[src/design/ksm_pkg.sv]
// shared types and constants for the kernel splat source map
// no dependencies
package ksm_pkg;

  localparam int unsigned CELL_W     = 14;
  localparam int unsigned KIDX_W     = 12;
  localparam int unsigned VAL_W      = 32;
  localparam int unsigned OP_W       = 3;
  localparam int unsigned CFG_IDX_W  = 2;
  localparam int unsigned CFG_DATA_W = 8;
  localparam int unsigned SIZE_W     = 8;
  localparam int unsigned RAD_W      = 3;
  localparam int unsigned CNT_W      = 8;

  // operation codes of a request
  localparam logic [OP_W-1:0] OP_ADD     = 3'd0;
  localparam logic [OP_W-1:0] OP_REMOVE  = 3'd1;
  localparam logic [OP_W-1:0] OP_APPLY   = 3'd2;
  localparam logic [OP_W-1:0] OP_KWRITE  = 3'd3;
  localparam logic [OP_W-1:0] OP_READ    = 3'd4;

  // configuration register indexes
  localparam logic [CFG_IDX_W-1:0] CFG_SIZE_X = 2'd0;
  localparam logic [CFG_IDX_W-1:0] CFG_SIZE_Y = 2'd1;
  localparam logic [CFG_IDX_W-1:0] CFG_SIZE_Z = 2'd2;
  localparam logic [CFG_IDX_W-1:0] CFG_RADIUS = 2'd3;

  typedef enum logic [2:0] {
    K_ADD    = 3'd0,
    K_REMOVE = 3'd1,
    K_APPLY  = 3'd2,
    K_KWRITE = 3'd3,
    K_READ   = 3'd4,
    K_NOP    = 3'd5
  } kind_e;

  typedef struct packed {
    kind_e             kind;
    logic [CELL_W-1:0] cidx;
    logic [KIDX_W-1:0] kidx;
    logic [VAL_W-1:0]  kval;
  } cmd_t;

  typedef struct packed {
    logic [SIZE_W-1:0] size_x;
    logic [SIZE_W-1:0] size_y;
    logic [SIZE_W-1:0] size_z;
    logic [RAD_W-1:0]  radius;
  } cfg_t;

endpackage

[src/design/ksm_fifo.sv]
// two entry request queue between front and back
// depends on ksm_pkg
module ksm_fifo import ksm_pkg::*; (
  input  logic clk_i,
  input  logic rst_ni,
  input  logic push_i,
  input  cmd_t data_i,
  output logic full_o,
  input  logic pop_i,
  output logic valid_o,
  output cmd_t data_o
);

  cmd_t       mem_q [2];
  logic       wptr_q, wptr_d, rptr_q, rptr_d;
  logic [1:0] cnt_q, cnt_d;

  always_comb begin
    wptr_d = wptr_q;
    rptr_d = rptr_q;
    cnt_d  = cnt_q;
    if (push_i) wptr_d = !wptr_q;
    if (pop_i) rptr_d = !rptr_q;
    if (push_i && !pop_i) cnt_d = cnt_q + 2'd1;
    else if (pop_i && !push_i) cnt_d = cnt_q - 2'd1;
  end

  always_ff @(posedge clk_i or negedge rst_ni) begin
    if (!rst_ni) begin
      wptr_q <= 1'b0;
      rptr_q <= 1'b0;
      cnt_q  <= 2'd0;
    end else begin
      wptr_q <= wptr_d;
      rptr_q <= rptr_d;
      cnt_q  <= cnt_d;
    end
  end

  always_ff @(posedge clk_i) begin
    if (push_i) mem_q[wptr_q] <= data_i;
  end

  assign full_o  = cnt_q == 2'd2;
  assign valid_o = cnt_q != 2'd0;
  assign data_o  = mem_q[rptr_q];

endmodule

[config.mk]
export PLATFORM = sky130hd
export DESIGN_NAME = ksm_fifo
export DESIGN_NICKNAME = d
export VERILOG_FILES = /design/src/design/ksm_pkg.sv /design/src/design/ksm_fifo.sv
export SDC_FILE = /design/constraint.sdc
export NUM_CORES = 1
export LEC_CHECK = 0
export ABC_AREA = 1
export BUFFER_PORTS_ARGS = -buffer_cell sky130_fd_sc_hd__buf_2
export CAP_MARGIN = 10
export CORE_ASPECT_RATIO = 2
export CORE_MARGIN = 2
export CORE_UTILIZATION = 40
export DETAILED_ROUTE_END_ITERATION = 16
export PLACE_DENSITY = 0.66
export SYNTH_ARGS = -nofsm -noshare
export SYNTH_HDL_FRONTEND = slang
export SYNTH_SLANG_ARGS = --single-unit
[constraint.sdc]
create_clock -name clk_i -period 5.8 [get_ports clk_i]
set_clock_uncertainty 0.15 [all_clocks]
set_input_delay 0.58 -clock clk_i [delete_from_list [all_inputs] [get_ports clk_i]]
set_output_delay 0.58 -clock clk_i [all_outputs]
set_load 0.05 [all_outputs]
# Yosys cells after proc, flatten, opt, wreduce, memory -nomap -nowiden
# Memories as Yosys holds them, arrays and structs flattened.
# Index checks and enable logic that the tools add are counted.
# word_totals
regBits	4
ram_bits	122
inputBits	65
wordCells	19
mem_count	1
# memory_table
memory	depth	word_bits	rd	rd_clocked_by_memory_dff	wr	line	source
mem_q	2	61	1	0	1	ksm_fifo.sv:14	cmd_t mem_q [2];
# classes
n_addsub	2
n_eq_ne	1
n_mux	4
n_reduce_logical	8
# op_table
cell	count
zero test 1 bit	4
two-way mux 2 bit	2
nonzero test 2 bit	2
adder 2 x 1 -> 2 bit (second input constant)	1
== test 2 bit (second input constant)	1
logical AND 1 bit	2
two-way mux 1 bit	2
subtractor 2 x 1 -> 2 bit (second input constant)	1

# Depth between registers and ports, before layout
# depth
ltp_word	4
depth_mapped	7
depth_no_buf	7

# Least setup slack after synthesis
# Ideal clock, no wire load.
# synth_path
path_kind	in2reg
from	input port push_i
to	memory mem_q[0][0] (netlist bit), enable pin
setup_time_ps	482
arrival_time_ps	3179
path_slack_ps	1989
stages	2
path_buffers	0
path_cell_list	inv_1 > nor2_1
# synth_via
elab_chain_cells	2
# synth_lines
item	line	source
from (decl)	ksm_fifo.sv:6	input logic push_i,
two-way mux 1 bit	ksm_fifo.sv:41	if (push_i) mem_q[wptr_q] <= data_i;
two-way mux 1 bit (not written as such)	ksm_fifo.sv:41	
to (decl)	ksm_fifo.sv:14	
# Every way passes these cells.

==> results by group <==
Status
  – Status: finished clean

Die
  – Top-level port count: 128
  – Die Span X: 82.3 um
  – Die Y: 161 um
  – Core area: 0.0121 mm2
  – Initial Util: 40.7%
  – # rows: 57
  – Die area: 0.0132 mm2

Power and ir drop
  – P per Cell Area: 608 mW/mm2
  – Net Sw Power: 1.42 mW
  – Max rail drop VDD: 0.000507 V
  – Reg power frac: 36.4%
  – Clk network pwr share: 27.1%
  – Sw frac: 37.7%
  – P_leak: 2.55 nW
  – Comb power frac: 36.5%
  – Design Power: 3.78 mW
  – Internal: 2.35 mW

Hold path
  – Hold Crit Depth: 1
  – Hold Path End: mem_q[0][48]
  – Hold path start: data_i[48]
  – Worst Hold Class: input port to flip-flop

STA
  – Rel. slew slack: 22.7%
  – Setup TNS: 0 ns
  – Final setup fails: 0
  – Final hold vios: 0
  – Max Transition Viols Final: 0
  – RSZ-0062 raised after global routing: false
  – Tmin final: 2.96 ns
  – Slew @ Worst Pin: 1.16 ns
  – Period utilisation layout: 51.0%
  – Fmax: 338 MHz

Synthesis
  – Cell taking the most area after synthesis: edfxtp_1
  – Post-Syn Area: 0.00491 mm2
  – Post-synth ARST share: 3.17%
  – Prevailing post-synth register cell: edfxtp_1
  – Most frequent cells after synthesis: edfxtp_1, mux2_4, inv_1
  – Top cell type's share of synthesized area: 74.6%
  – Number of flops mapped to enable cells by yosys: 122
  – Yosys reg bits: 126
  – Syn Inst Count: 215
  – Most frequent cell after synthesis: edfxtp_1
  – Ranking of synthesized cells by area: edfxtp_1, mux2_4, buf_12
  – Unique masters post-synth: 14
  – Syn avg cell area: 22.8 um2
  – Register area share after synthesis: 76.7%
  – Mapped Nets: 281
  – Yosys warning count: 0

Global route
  – Grt total ovfl: 0
  – First-pass GRT wire length: 12800 um
  – Initial antenna violation count: 1
  – GRT Total Usage: 13.8%
  – Vias in the first global route: 2590
  – Pin count of the biggest net entering global routing: 63

Critical path
  – Critical path arrival: 2.23 ns
  – Setup crit end kind: primary output
  – Setup slack, reg-to-reg: 3.68 ns
  – Worst setup SP type: flip-flop
  – Crit path kind: flip-flop to primary output
  – FF-to-FF End: mem_q[0][33]
  – FF-to-FF path depth: 2
  – Required @ worst endpoint: 5.07 ns
  – Reg2reg start: wptr_q
  – Crit path max fanout: 62

Clock tree
  – Num CTS Buffers: 17
  – Root Driver: clkbuf_16
  – CTS tree: yes
  – Reg clk slew, reported paths: 0.06 ns
  – H-tree depth: 4
  – Clock tree sinks: 126
  – Cts repair resizes: 0
  – Cts hold-fix bufs: 1
  – Worst skew pair latency: 0.39 ns
  – Deepest clock path buffer count: 2
  – Post-CTS setup repair buffer count: 0

Detailed routing
  – Routed WL per cell: 16.2 um
  – DR vias: 2386
  – # DRC: 0
  – Post-Route WL: 8360 um
  – Detail Route Antenna Nets: 0
  – DR pass1 iterations: 4
  – DR vias/cell: 4.62
  – Detailed router's first-iteration violation count: 125

Placement
  – I/O Buffers: 127
  – Final GP Congestion: 0.665
  – DP HPWL: 5610 um

Layout
  – Layout Area Growth over Synthesis: 26.6%
  – Final #Nets: 423
  – Antenna diodes: 0
  – Layout cells sized above 1: 59.9%

Flow run
  – Max Cap Violations: 0
-- state kept, by name, summed over array words and instances (netlist names) --
name and flops:
cnt_q 2, mem_q 122, rptr_q 1, wptr_q 1
-- kinds of logic after synthesis --
group,Yosys count,share of synthesized area [%]
DFF,126,76.7
muxes,61,18.5
buffers and inverters,14,3.21
and+or+nand+nor,10,0.841
xor gates and xnor gates,3,0.535
adders and majority gates,1,0.255
-- power by group through the flow --
stage	Clock, mW	Sequential [mW]	Combinational, mW
5_1_grt	1.09	1.40	1.44
3_3_place_gp	0	1.39	1.39
3_5_place_dp	0	1.40	1.39
4_1_cts	1.05	1.38	1.40
2_1_floorplan	0	1.27	1.32
6_report	1.02	1.38	1.38
-- routing by layer --
metal  vias to the layer above  part of all wire (%)  GRT usage [%]
met5                         -                  0.16              0
met4                         2                   2.5           6.97
met3                        16                   5.5           5.28
met2                        77                    61           25.5
met1                      1173                    31           12.0
li1                       1118                     -              -
-- worst max-delay path by stage --
| stage | startpoint | endpoint | slack (ns) | cells past startpoint |
|---|---|---|---|---|
| floorplan | push_i | mem_q[0][0] | 1.99 | 2 |
| global route | rptr_q | data_o[53] | 2.70 | 2 |
| finish | rptr_q | data_o[53] | 2.84 | 2 |
| detailed placement | rptr_q | data_o[53] | 3.22 | 2 |
| global placement | rptr_q | data_o[52] | 3.22 | 2 |
| CTS | rptr_q | data_o[53] | 2.78 | 2 |
-- through the flow --
step	std cells	area (um2)	hold WS (ns)	util [%]	worst slack (ns)
after CTS	516	6210	0.193	51.6	2.78
after floorplan	215	4910	0.134	-	1.99
after global routing	516	6210	0.190	51.6	2.70
final	516	6210	0.216	51.6	2.84
after detailed placement	484	5620	0.243	46.7	3.22
after global placement	484	5620	0.242	46.7	3.22
-- placed cells by master, fill, tap and decap left out, types with 2 or more instances in the layout --
master / instances
buf_2: 127
buf_4: 2
bufinv_16: 3
clkbuf_1: 2
clkbuf_16: 17
clkinv_2: 4
clkinv_4: 2
clkinvlp_4: 2
dfrtp_1: 3
edfxtp_1: 122
inv_1: 6
mux2_2: 2
mux2_4: 59
nand2_1: 6
xor2_1: 2
-- cell type report --
cell class,count,area [um2]
fill,1008,5840
sequential,126,3770
multi-input combinational,75,996
timing repair buffer,130,661
clock buffer,19,433
tap,147,184
clock inverter,12,146
inverter,7,26.3
-- worst max-delay path, stage by stage, from the launching register on --
cell and delay, ns:
dfrtp_4 1.18, mux2_2 0.42, buf_2 0.21
(Power assumes the default switching activity.)
