--- config.mk ---
export PLATFORM = sky130hd
export DESIGN_NAME = ksm_front
export DESIGN_NICKNAME = d
export VERILOG_FILES = /design/src/design/ksm_pkg.sv /design/src/design/ksm_front.sv
export SDC_FILE = /design/constraint.sdc
export NUM_CORES = 1
export LEC_CHECK = 0
export BUFFER_PORTS_ARGS = -buffer_cell sky130_fd_sc_hd__clkbuf_2
export CELL_PAD_IN_SITES_DETAIL_PLACEMENT = 1
export CELL_PAD_IN_SITES_GLOBAL_PLACEMENT = 1
export CORE_MARGIN = 2
export CORE_UTILIZATION = 34
export CTS_BUF_LIST = sky130_fd_sc_hd__clkbuf_16
export CTS_CLUSTER_DIAMETER = 120
export DETAILED_ROUTE_END_ITERATION = 8
export PLACE_DENSITY = 0.84
export SLEW_MARGIN = 5
export SYNTH_ARGS = -nofsm -noshare
export SYNTH_HDL_FRONTEND = slang
export SYNTH_SLANG_ARGS = --single-unit
--- constraint.sdc ---
create_clock -name clk_i -period 4.1 [get_ports clk_i]
set_input_delay 0.82 -clock clk_i [delete_from_list [all_inputs] [get_ports clk_i]]
set_output_delay 0.82 -clock clk_i [all_outputs]
set_load 0.02 [all_outputs]
--- src/design/ksm_pkg.sv ---
// shared types and constants for the kernel splat source map
// no dependencies
package ksm_pkg;

  localparam int unsigned CELL_W     = 14;
  localparam int unsigned KIDX_W     = 12;
  localparam int unsigned VAL_W      = 32;
  localparam int unsigned OP_W       = 3;
  localparam int unsigned CFG_IDX_W  = 2;
  localparam int unsigned CFG_DATA_W = 8;
  localparam int unsigned SIZE_W     = 8;
  localparam int unsigned RAD_W      = 3;
  localparam int unsigned CNT_W      = 8;

  // operation codes of a request
  localparam logic [OP_W-1:0] OP_ADD     = 3'd0;
  localparam logic [OP_W-1:0] OP_REMOVE  = 3'd1;
  localparam logic [OP_W-1:0] OP_APPLY   = 3'd2;
  localparam logic [OP_W-1:0] OP_KWRITE  = 3'd3;
  localparam logic [OP_W-1:0] OP_READ    = 3'd4;

  // configuration register indexes
  localparam logic [CFG_IDX_W-1:0] CFG_SIZE_X = 2'd0;
  localparam logic [CFG_IDX_W-1:0] CFG_SIZE_Y = 2'd1;
  localparam logic [CFG_IDX_W-1:0] CFG_SIZE_Z = 2'd2;
  localparam logic [CFG_IDX_W-1:0] CFG_RADIUS = 2'd3;

  typedef enum logic [2:0] {
    K_ADD    = 3'd0,
    K_REMOVE = 3'd1,
    K_APPLY  = 3'd2,
    K_KWRITE = 3'd3,
    K_READ   = 3'd4,
    K_NOP    = 3'd5
  } kind_e;

  typedef struct packed {
    kind_e             kind;
    logic [CELL_W-1:0] cidx;
    logic [KIDX_W-1:0] kidx;
    logic [VAL_W-1:0]  kval;
  } cmd_t;

  typedef struct packed {
    logic [SIZE_W-1:0] size_x;
    logic [SIZE_W-1:0] size_y;
    logic [SIZE_W-1:0] size_z;
    logic [RAD_W-1:0]  radius;
  } cfg_t;

endpackage

--- src/design/ksm_front.sv ---
// front end: takes requests off the input stream and classifies them
// depends on ksm_pkg
module ksm_front import ksm_pkg::*; (
  input  logic                   clk_i,
  input  logic                   rst_ni,
  input  logic                   s_axis_tvalid_i,
  output logic                   s_axis_tready_o,
  input  logic [63:0]            s_axis_tdata_i,
  input  logic [OP_W-1:0]        s_axis_tuser_i,
  output logic                   cmd_valid_o,
  output cmd_t                   cmd_o,
  input  logic                   cmd_full_i
);

  logic valid_q, valid_d;
  cmd_t cmd_q, cmd_d;
  kind_e kind;

  always_comb begin
    unique case (s_axis_tuser_i)
      OP_ADD:    kind = K_ADD;
      OP_REMOVE: kind = K_REMOVE;
      OP_APPLY:  kind = K_APPLY;
      OP_KWRITE: kind = K_KWRITE;
      OP_READ:   kind = K_READ;
      default:   kind = K_NOP;
    endcase
  end

  assign s_axis_tready_o = !valid_q || !cmd_full_i;

  always_comb begin
    valid_d = valid_q;
    cmd_d   = cmd_q;
    if (valid_q && !cmd_full_i) valid_d = 1'b0;
    if (s_axis_tvalid_i && s_axis_tready_o) begin
      valid_d    = 1'b1;
      cmd_d.kind = kind;
      cmd_d.cidx = s_axis_tdata_i[13:0];
      cmd_d.kidx = s_axis_tdata_i[25:14];
      cmd_d.kval = s_axis_tdata_i[57:26];
    end
  end

  always_ff @(posedge clk_i or negedge rst_ni) begin
    if (!rst_ni) valid_q <= 1'b0;
    else valid_q <= valid_d;
  end

  always_ff @(posedge clk_i) begin
    cmd_q <= cmd_d;
  end

  assign cmd_valid_o = valid_q;
  assign cmd_o       = cmd_q;

endmodule

Word level (Yosys, flattened, before mapping)
Cells that the tools add are included.
{"block": "classes", "shifts": 0, "mux": 3, "n_div": 0, "bitwise_logic": 0, "mul": 0, "reduce_logical": 7, "add_sub_neg": 0, "eq_ne": 4, "magnitude_cmp": 0}
{"cell": "$pmux W3 S5", "n": 1}
{"cell": "$eq A3 B2 Y1 const B", "n": 2}
{"cell": "$eq A3 B1 Y1 const B", "n": 1}
{"cell": "$eq A3 B3 Y1 const B", "n": 1}
{"cell": "$logic_not A3 Y1", "n": 1}
{"cell": "$logic_and A1 B1 Y1", "n": 2}
{"cell": "$logic_not A1 Y1", "n": 2}
{"cell": "$mux W1", "n": 2}
{"cell": "$reduce_bool A2 Y1", "n": 1}
{"cell": "$logic_or A1 B1 Y1", "n": 1}
{"block": "totals", "latch_bits": 0, "output_inout_bits": 63, "ramBits": 0, "reg_bits": 62, "n_memories": 0, "rom_bits": 0, "elab_cells": 19}

Logic depth before layout (Yosys ltp)
Gate-level depths: netlist of run 1.
{"block": "depth", "word_depth": 4, "depth_mapped": 1, "depth_no_buf": 1}

Least setup slack after synthesis of run 1
OpenSTA, ideal clock, no wires.
{"block": "synth_path", "path_type": "input-to-reg", "startpoint": "in s_axis_tvalid_i", "endpoint": "reg cmd_q, in the netlist cmd_o[0] (enable)", "setup_slack_ps": 1173, "arrival_ps": 2488, "path_stages": 1, "cell_sequence": "a21boi_2"}
{"block": "synth_via", "elab_chain_cells": 1}
{"element": "from (decl)", "line_no": "ksm_front.sv:6", "text": "input logic s_axis_tvalid_i,"}
{"element": "$logic_and A1 B1 Y1", "line_no": "ksm_front.sv:36", "text": "if (s_axis_tvalid_i && s_axis_tready_o) begin"}
{"element": "to (signal assigned)", "line_no": "ksm_front.sv:51", "text": "cmd_q <= cmd_d;"}
{"element": "to (decl)", "line_no": "ksm_front.sv:16", "text": "cmd_t cmd_q, cmd_d;"}
Every way passes these cells.
A chain may end at the register's enable or synchronous reset.

Worst setup path after layout of run 1
{"block": "layout_path", "startpoint": "in cmd_full_i", "endpoint": "out s_axis_tready_o"}
{"block": "layout_via", "elab_chain_cells": 2}
{"element": "from (decl)", "line_no": "ksm_front.sv:12", "text": "input logic cmd_full_i"}
{"element": "$logic_not A1 Y1", "line_no": "ksm_front.sv:30", "text": "assign s_axis_tready_o = !valid_q || !cmd_full_i;"}
{"element": "$logic_or A1 B1 Y1", "line_no": "ksm_front.sv:30"}
{"element": "to (decl)", "line_no": "ksm_front.sv:7", "text": "output logic s_axis_tready_o,"}
Every way passes these cells.

==> results.ini, run 1 <==
[synth]
syn_nets=139
synthMuxAreaShare_pct=0
synth_edf_count=61
synth_most_common_cell=edfxtp_1
netlist_top_cells_area=edfxtp_1 (97%), dfrtp_1 (1.3%), a21o_1 (0.79%)
synth.avg_cell_area_um2=27.9
synthArstFlopShare_pct=1.61
synthAdderAreaFrac_pct=0
ys_types=7
syn_inst=68
yosys.area_share.simple_pct=0.528
yosysTopAreaCellShare_pct=96.6
synth.largest_area_cell=edfxtp_1
synth_xor_area_share_pct=0
synth_top_family_by_area=compound AO/OA/AOI/OAI gates
synth-seq-cells=62
synth_area_um2=1900
synth_compound_area_share_pct=1.39
yosysSeqAreaShare_pct=97.9
synth_top_cells_by_count=edfxtp_1 (61), a21o_1 (2)
synth_warnings=0
ys_dominant_reg_cell=edfxtp_1

[pwr]
ir_worst_vdd_uv=262
p_leak_nw=1.30
netSwitchingFraction_pct=20.3
comb_power_share_pct=7.7
p_seq_share_pct=45.8
p_switching_mw=0.333
clkPwrFrac_pct=46.6
power_density_nw_per_um2=558
power.internal_mw=1.31

[global_route]
grt_pass1_vias=1283
grt.total_usage_pct=14.4
use_met2_pct=23.7
grt.busiest_layer=met2
grt_pass1_wl_um=6390
antenna_found_initial=0
grt_use_met1_pct=14.4
use_met3_pct=7.73
grt-ovfl-total=0
grt_max_degree=62

[sta]
skew_ps=6.82
worstMarginPinSlew_ps=741
holdWs_ps=271
slew_viol_final=0
setup_viol=0
fin_crit_ps=2010
post-route-period-util_pct=49.1
relSlewSlack_pct=50.6
setup_ws_ps=2090
finalSetupTns_ps=0
final_hold_viol_count=0
grt_setup_unrepaired=no
max_freq_ghz=0.497

[clock_network]
clock_latency_ps=310
cts_setup_buffers=0
cts_tree=built
cts-root-buf=clkbuf_16
hold_buffers=0
ctsLongestPathBuffers=2
cts.sinks=62
clk_pin_slew_ps=50
htreeDepth=3
cts-resized-gates=0
cts_made_buffers=9

[finish]
areaGrowthSynthToFinish_pct=54.8
final_cell_area_um2=2940
drive_gt1_share_pct=67.6
multi_input_area_um2=43.8
n_antenna_cell=0
fillers=532
nets=277
seq_area_um2=1860

[placed_design]
hpwl_um=3270
port_buffers=127
placed_cell_area_um2=2630
pre_cts_ws_ps=1990
place.gp.congestion=0.686

[job]
cap_violations=0

[setup_path]
crit_top_cell=clkbuf_2
worst-setup-path-type=in2out
r2r_start=cmd_valid_o
path_cells=clkbuf_2 -> nand2_1 -> clkbuf_2
critPathSlowestCell=clkbuf_2
cpPeakStageDelay_ps=170
crit_path_start=cmd_full_i
path_buf_inv=2
arrival_ps=1190
critical_path.endpoint_type=output pin
critPathLaunchType=input port
crit_family=buffers and inverters
crit_fanout=3
required_ps=3280

[detailed_routing]
drcViolationCount=0
dr.pass1.iters=4
vias=1209
routed_wl_um=4330
drt_iter0_markers=43
postRouteAntennaNets=0
wire_per_inst_um=15.3
routed_via_density=4.29

[floorplan]
core_area_um2=5440
die_w_um=78.7
die-area_um2=6190
start_util_pct=34.9
ioPinCount=134
die_h_um=78.7
core.rowCount=27

[min_path]
hp-class=in2async

[run_status]
outcome=finished, final reports clean

worst reg2reg max path: cells and delay by family (launching register included):
kind                   cells  cell delay [ps]
flip-flops                 1              440
AO/OA/AOI/OAI              1              140
buffers and inverters      1              610
power by group through the flow:
stage	clock network, mW	logic, mW	registers [mW]
after floorplan	0	0.0143	0.807
after global placement	0	0.124	0.760
after detailed placement	0	0.128	0.762
after CTS	0.775	0.128	0.751
after global routing	0.801	0.135	0.753
final	0.764	0.126	0.750
state kept, by name (all words and copies together), names as in the netlist:
| register | flops |
|---|---|
| cmd_o | 61 |
| cmd_valid_o | 1 |
stage by stage:
stage / utilization [%] / cells / power [mW]
after floorplan: - / 68 / 0.822
after global placement: 48.4 / 267 / 0.885
after detailed placement: 48.4 / 267 / 0.890
after CTS: 54.0 / 282 / 1.65
after global routing: 54.0 / 282 / 1.69
final: 54.0 / 282 / 1.64
layout make-up:
class	instances	share of cell area (%)
multi-input cells	5	1.49
well taps	72	3.07
clock inverters	6	2.64
repair buffers	128	21.9
flip-flops and latches	62	63.2
clock buffers	9	7.67
path summary, 6_finish.rpt:
path | endpoint | slack [ps] | cells after the start
max | s_axis_tready_o | 2090 | 3
min | cmd_valid_o | 270 | 1
max reg2reg | cmd_o[51] | 2520 | 2
min reg2reg | cmd_valid_o | 610 | 1
max in group asynchronous | cmd_valid_o | 3740 | 1
min in group clk_i | cmd_valid_o | 610 | 1
layer usage:
layer	share of wire (%)	wire length, um
met1	36	1550
met3	13	551
met2	50	2150
met4	1.8	76
met5	0	0
placed cells by master, fill, tap and decap left out, drive strengths merged:
master	instances
clkbuf	136
edfxtp	61
clkinv	4
a21o	2
bufinv	2
nor2b	1
nand2	1
a21boi	1
dfrtp	1
buf	1
kinds of logic (layout without fill, tap and decap cells):
family / count (synthesis) / count (layout)
simple gates: 2 / 2
compound gates: 3 / 3
flops: 62 / 62
buf+inv: 1 / 143
Note: power is estimated with default switching activity, not from simulation.
==> run 2: changes to the inputs <==
CORE_UTILIZATION = 31   (was 34)
PLACE_DENSITY = 0.77   (was 0.84)
clock period = 2.06 ns   (was 4.1 ns; I/O delays follow)
==> run 2 against run 1 <==
Clock power increased by 62%. Die area grew 9.2%. Via count fell by 1.4%. Sequential share of layout area rose by 0.63 points. Total power increased by 82%. Highest routed layer unchanged. Non-clock buffer count up 2. Global-route usage decreased by 1.6 points. Sequential power up 99%. Count of clock-buffer cells in the layout stayed put. Clock skew fell by 1.7 ps. Sequential cell count did not move. Largest cell class unchanged.
==> results.ini, run 2 (synthesis results as in run 1) <==
[setup_path]
crit_fanout=4  ; +1
cpPeakStageDelay_ps=420  ; +250 ps
critPathLaunchType=flop
critical_path.endpoint_type=output pin
critPathSlowestCell=dfrtp_1
required_ps=1650  ; -1630 ps
arrival_ps=1000  ; -190 ps
path_cells=nand2_1 -> clkbuf_2
worst-setup-path-type=reg2out

[finish]
drive_gt1_share_pct=65.7  ; -1.9 points
largest_reg_flops=61  ; unchanged
nets=279  ; +0.72%
areaGrowthSynthToFinish_pct=53.3
final_common_cell=clkbuf_2
n_antenna_cell=0  ; unchanged
final_cell_mix=clkbuf_2 (127), edfxtp_1 (61), clkbuf_16 (9)
final_cell_area_um2=2910  ; -0.98%

[min_path]
hp-class=in2reg

[global_route]
grt_pass1_vias=1266  ; -1.3%
grt_use_met1_pct=13.6  ; -0.74 points
grt-ovfl-total=0  ; unchanged
grt.busiest_layer=met2
use_met2_pct=20.6  ; -3.1 points
antenna_found_initial=0  ; unchanged
grt_max_degree=36  ; -42%
use_met3_pct=5.65  ; -2.1 points
grt_pass1_wl_um=5960  ; -6.7%
grt.total_usage_pct=12.7  ; -1.6 points

[floorplan]
die-area_um2=6760  ; +9.2%
core_area_um2=5920  ; +8.9%
die_w_um=82.2  ; +4.5%
ioPinCount=134  ; unchanged
core.rowCount=28  ; +3.7%
die_h_um=82.2  ; +4.5%
start_util_pct=32.0  ; -2.8 points

[sta]
worstMarginPinSlew_ps=438  ; -304 ps
fin_crit_ps=1410
post-route-period-util_pct=68.3
grt_setup_unrepaired=no
setup_viol=0  ; unchanged
finalSetupTns_ps=0  ; unchanged
final_hold_viol_count=0  ; unchanged
slew_viol_final=0  ; unchanged
max_freq_ghz=0.710
relSlewSlack_pct=70.8  ; +20 points
skew_ps=5.16  ; -1.67 ps

[clock_network]
clk_pin_slew_ps=50  ; about the same
cts_setup_buffers=0  ; unchanged
ctsLongestPathBuffers=2  ; unchanged
cts_made_buffers=9  ; unchanged
cts.sinks=62  ; unchanged
cts-root-buf=clkbuf_16
cts_tree=built
clock_latency_ps=310  ; about the same
htreeDepth=3  ; unchanged
cts-resized-gates=0  ; unchanged

[detailed_routing]
routed_wl_um=4250  ; -1.9%
dr.pass1.iters=4  ; unchanged
drcViolationCount=0  ; unchanged
wire_per_inst_um=14.7  ; -4.0%
postRouteAntennaNets=0  ; unchanged
routed_via_density=4.14  ; -3.5%
vias=1192  ; -1.4%
drt_iter0_markers=15  ; -65%

[pwr]
power_density_nw_per_um2=1030  ; +84%
p_leak_nw=1.29  ; -0.42%
ir_worst_vdd_uv=586  ; +120%
p_total_mw=2.99  ; +82%

[placed_design]
port_buffers=127  ; unchanged
place.gp.congestion=0.614  ; -11%
placed_cell_area_um2=2650  ; +0.43%

[job]
cap_violations=0  ; unchanged

[run_status]
outcome=finished, final reports clean

==> run 2: changes by cell type in the layout (fill, tap and decap cells not counted) <==
| cell | before | now |
|---|---|---|
| inv_1 | 0 | 3 |
| bufinv_16 | 2 | 0 |
| buf_4 | 1 | 2 |
| dlygate4sd3_1 | 0 | 1 |
| clkinv_2 | 2 | 1 |
| clkinv_1 | 2 | 3 |
==> run 2: per-layer routing <==
layer / part of all wire [%] / vias to the layer above
met3: 11 / 6
met5: 0 / -
met1: 36 / 557
li1: - / 554
met4: 1.4 / 0
met2: 51 / 75
==> run 2: critical path, delay by kind of cell, from the launching register on <==
kind,cells,cell delay [ps]
flops,1,420
simple gates,1,100
buf+inv,1,170
==> run 2: report_power, final <==
part	internal, mW	total, mW	switching, mW
clock network	0.782	1.24	0.460
registers	1.47	1.49	0.0204
logic	0.0926	0.252	0.160
total	2.35	2.99	0.640
==> run 2: area by class of cell <==
| type | instances | area, um2 |
|---|---|---|
| tap | 75 | 93.8 |
| multi-input combinational | 5 | 43.8 |
| timing repair buffer | 130 | 661 |
| fill | 607 | 3010 |
| clock buffer | 9 | 225 |
| clock inverter | 7 | 27.5 |
| sequential | 62 | 1860 |
==> run 2: timing repair <==
item / 4_1_cts / 5_1_grt
setup endpoints to repair: 0 / 0
endpoints found under the hold margin: 1 / 0
hold buffers: 1 / 0
==> run 2: worst paths after layout <==
| kind | start | endpoint | slack (ps) | cells after the start |
|---|---|---|---|---|
| max reg2reg | cmd_valid_o | cmd_o[13] | 720 | 2 |
| max in group asynchronous | rst_ni | cmd_valid_o | 1560 | 2 |
| min reg2reg | cmd_valid_o | cmd_valid_o | 580 | 1 |
| max | cmd_valid_o | s_axis_tready_o | 650 | 2 |
| min | s_axis_tdata_i[43] | cmd_o[17] | 270 | 1 |
| min in group asynchronous | rst_ni | cmd_valid_o | 420 | 2 |
==> run 2: stage by stage <==
stage | cells | utilization [%] | setup slack, ps | hold WS, ps
final | 288 | 49.1 | 652 | 272
after global routing | 288 | 49.1 | 594 | 260
after CTS | 288 | 49.1 | 630 | 260
after detailed placement | 271 | 44.7 | 558 | 189
after global placement | 271 | 44.7 | 601 | 188
after floorplan | 68 | - | 37.6 | 116
==> run 3: changes to the inputs <==
clock period = 1.3 ns   (was 2.06 ns; I/O delays follow)
==> run 3 against run 2 <==
Core utilization rose by 0.80 points. Worst hold slack got worse by 150 ps. Wire length is 0.68% lower. Global-route usage up 0.13 points. Die area is the same. Sequential power is 59% higher. Sequential share of layout area shrank 0.98 points. Design area increased by 1.6%. Combinational power increased by 63%. Worst setup slack lost 600 ps. Non-clock buffer count is the same. Clock skew down 1.4 ps. Critical path type is now reg2reg.
==> results.ini, run 3 (synthesis results as in run 1) <==
[run_status]
outcome=finished, final reports clean

[clock_network]
htreeDepth=3  ; unchanged
cts_made_buffers=9  ; unchanged
clk_pin_slew_ps=50  ; about the same
cts-root-buf=clkbuf_16
ctsLongestPathBuffers=2  ; unchanged
cts.sinks=62  ; unchanged
cts_setup_buffers=0  ; unchanged
cts_tree=built
hold_buffers=1  ; unchanged
cts-resized-gates=0  ; unchanged
clock_latency_ps=310  ; about the same

[sta]
holdWs_ps=123  ; -149 ps
setup_viol=0  ; unchanged
fin_crit_ps=1250
final_hold_viol_count=0  ; unchanged
worstMarginPinSlew_ps=208  ; -230 ps
grt_setup_unrepaired=no
skew_ps=3.73  ; -1.42 ps
max_freq_ghz=0.799
slew_viol_final=0  ; unchanged
relSlewSlack_pct=86.2  ; +15 points
post-route-period-util_pct=96.3

[setup_path]
worst-setup-path-type=reg2reg
rrSetupSlack_ps=50  ; -670 ps
required_ps=1300  ; -350 ps
r2r_cells=2  ; unchanged
worstReg2RegEnd=cmd_o[43]
crit_fanout=37  ; +33
critPathLaunchType=flop
critical_path.endpoint_type=flop
r2r_start=cmd_valid_o
arrival_ps=1250  ; +250 ps

[finish]
largest_reg_flops=61  ; unchanged
n_antenna_cell=0  ; unchanged
drive_gt1_share_pct=66.5  ; +0.78 points
nets=279  ; unchanged
final_cell_mix=clkbuf_2 (127), edfxtp_1 (61), clkbuf_16 (9)
final_common_cell=clkbuf_2
fillers=602  ; -0.82%
finalNonFillerCells=287  ; -0.35%
areaGrowthSynthToFinish_pct=55.8

[global_route]
grt_pass1_vias=1292  ; +2.1%
grt-ovfl-total=0  ; unchanged
grt.total_usage_pct=12.9  ; +0.13 points
antenna_found_initial=1  ; +1
grt_max_degree=38  ; +5.6%
grt_pass1_wl_um=6140  ; +3.0%

[floorplan]
die-area_um2=6760  ; unchanged
core_area_um2=5920  ; unchanged
die_w_um=82.2  ; unchanged
start_util_pct=32.0  ; unchanged
die_h_um=82.2  ; unchanged
core.rowCount=28  ; unchanged
ioPinCount=134  ; unchanged

[detailed_routing]
dr.pass1.iters=4  ; unchanged
wire_per_inst_um=14.7  ; -0.34%
routed_via_density=4.18  ; +0.94%
postRouteAntennaNets=0  ; unchanged
vias=1199  ; +0.59%
routed_wl_um=4220  ; -0.68%
drt_iter0_markers=24  ; +9
drcViolationCount=0  ; unchanged

[min_path]
hold_end=cmd_o[12]
hp-class=in2reg
whs_path_depth=1  ; unchanged
min-delay-start=s_axis_tdata_i[38]

[pwr]
ir_worst_vdd_uv=827  ; +41%
p_leak_nw=1.31  ; +1.5%
power_density_nw_per_um2=1670  ; +62%

[placed_design]
port_buffers=127  ; unchanged
placed_cells=271  ; unchanged
place.gp.congestion=0.652  ; +6.3%
hpwl_um=3310

[job]
cap_violations=0  ; unchanged

## run 3: cell types whose count changed in the layout (fill, tap and decap cells not counted), sizes merged
cell    delta
inv        +1
bufinv     +1
clkinv     -3
## run 3: metal layers
layer	up-vias	global-route usage (%)	share of wire, %
met2	79	21.0	52
met5	-	0	0.31
li1	554	-	-
met3	12	7.07	12
met4	2	8.00	1.8
met1	552	12.6	34
## run 3: stage by stage
| step | power, mW | cell area, um2 | util, % | setup slack (ps) | TNS [ps] |
|---|---|---|---|---|---|
| after global placement | 2.81 | 2670 | 45.1 | 83.6 | 0 |
| after detailed placement | 2.82 | 2670 | 45.1 | 57.8 | 0 |
| after CTS | 5.00 | 2960 | 49.9 | 45.2 | 0 |
| after global routing | 5.13 | 2960 | 49.9 | 14.6 | 0 |
| final | 4.93 | 2960 | 49.9 | 47.7 | 0 |
| after floorplan | 2.59 | 1910 | - | -654 | -39890 |
## run 3: power breakdown
part	internal, mW	switching (mW)	total (mW)
clock network	1.43	0.715	2.15
logic	0.158	0.254	0.412
registers	2.34	0.0308	2.37
## run 3: layout make-up
type | count | area [um2] | share of cell area [%]
clock inverters | 6 | 48.8 | 1.65
well taps | 75 | 93.8 | 3.18
clock buffers | 9 | 225 | 7.62
multi-input cells | 5 | 43.8 | 1.48
flip-flops and latches | 62 | 1860 | 62.9
repair buffers | 130 | 686 | 23.2
## run 3: worst max-delay path by stage
stage           startpoint         to  slack (ps)  cells after the start
2_1_floorplan  cmd_valid_o   cmd_o[0]        -650                      1
3_3_place_gp   cmd_valid_o  cmd_o[35]          80                      2
3_5_place_dp   cmd_valid_o  cmd_o[42]          60                      2
4_1_cts        cmd_valid_o  cmd_o[27]          50                      2
5_1_grt        cmd_valid_o   cmd_o[1]          10                      2
6_report       cmd_valid_o  cmd_o[43]          50                      2
## run 3: worst max-delay path, cell delays in order, from the launching register on
cell and delay (ps):
dfrtp_2 440, a21boi_4 230, buf_12 250
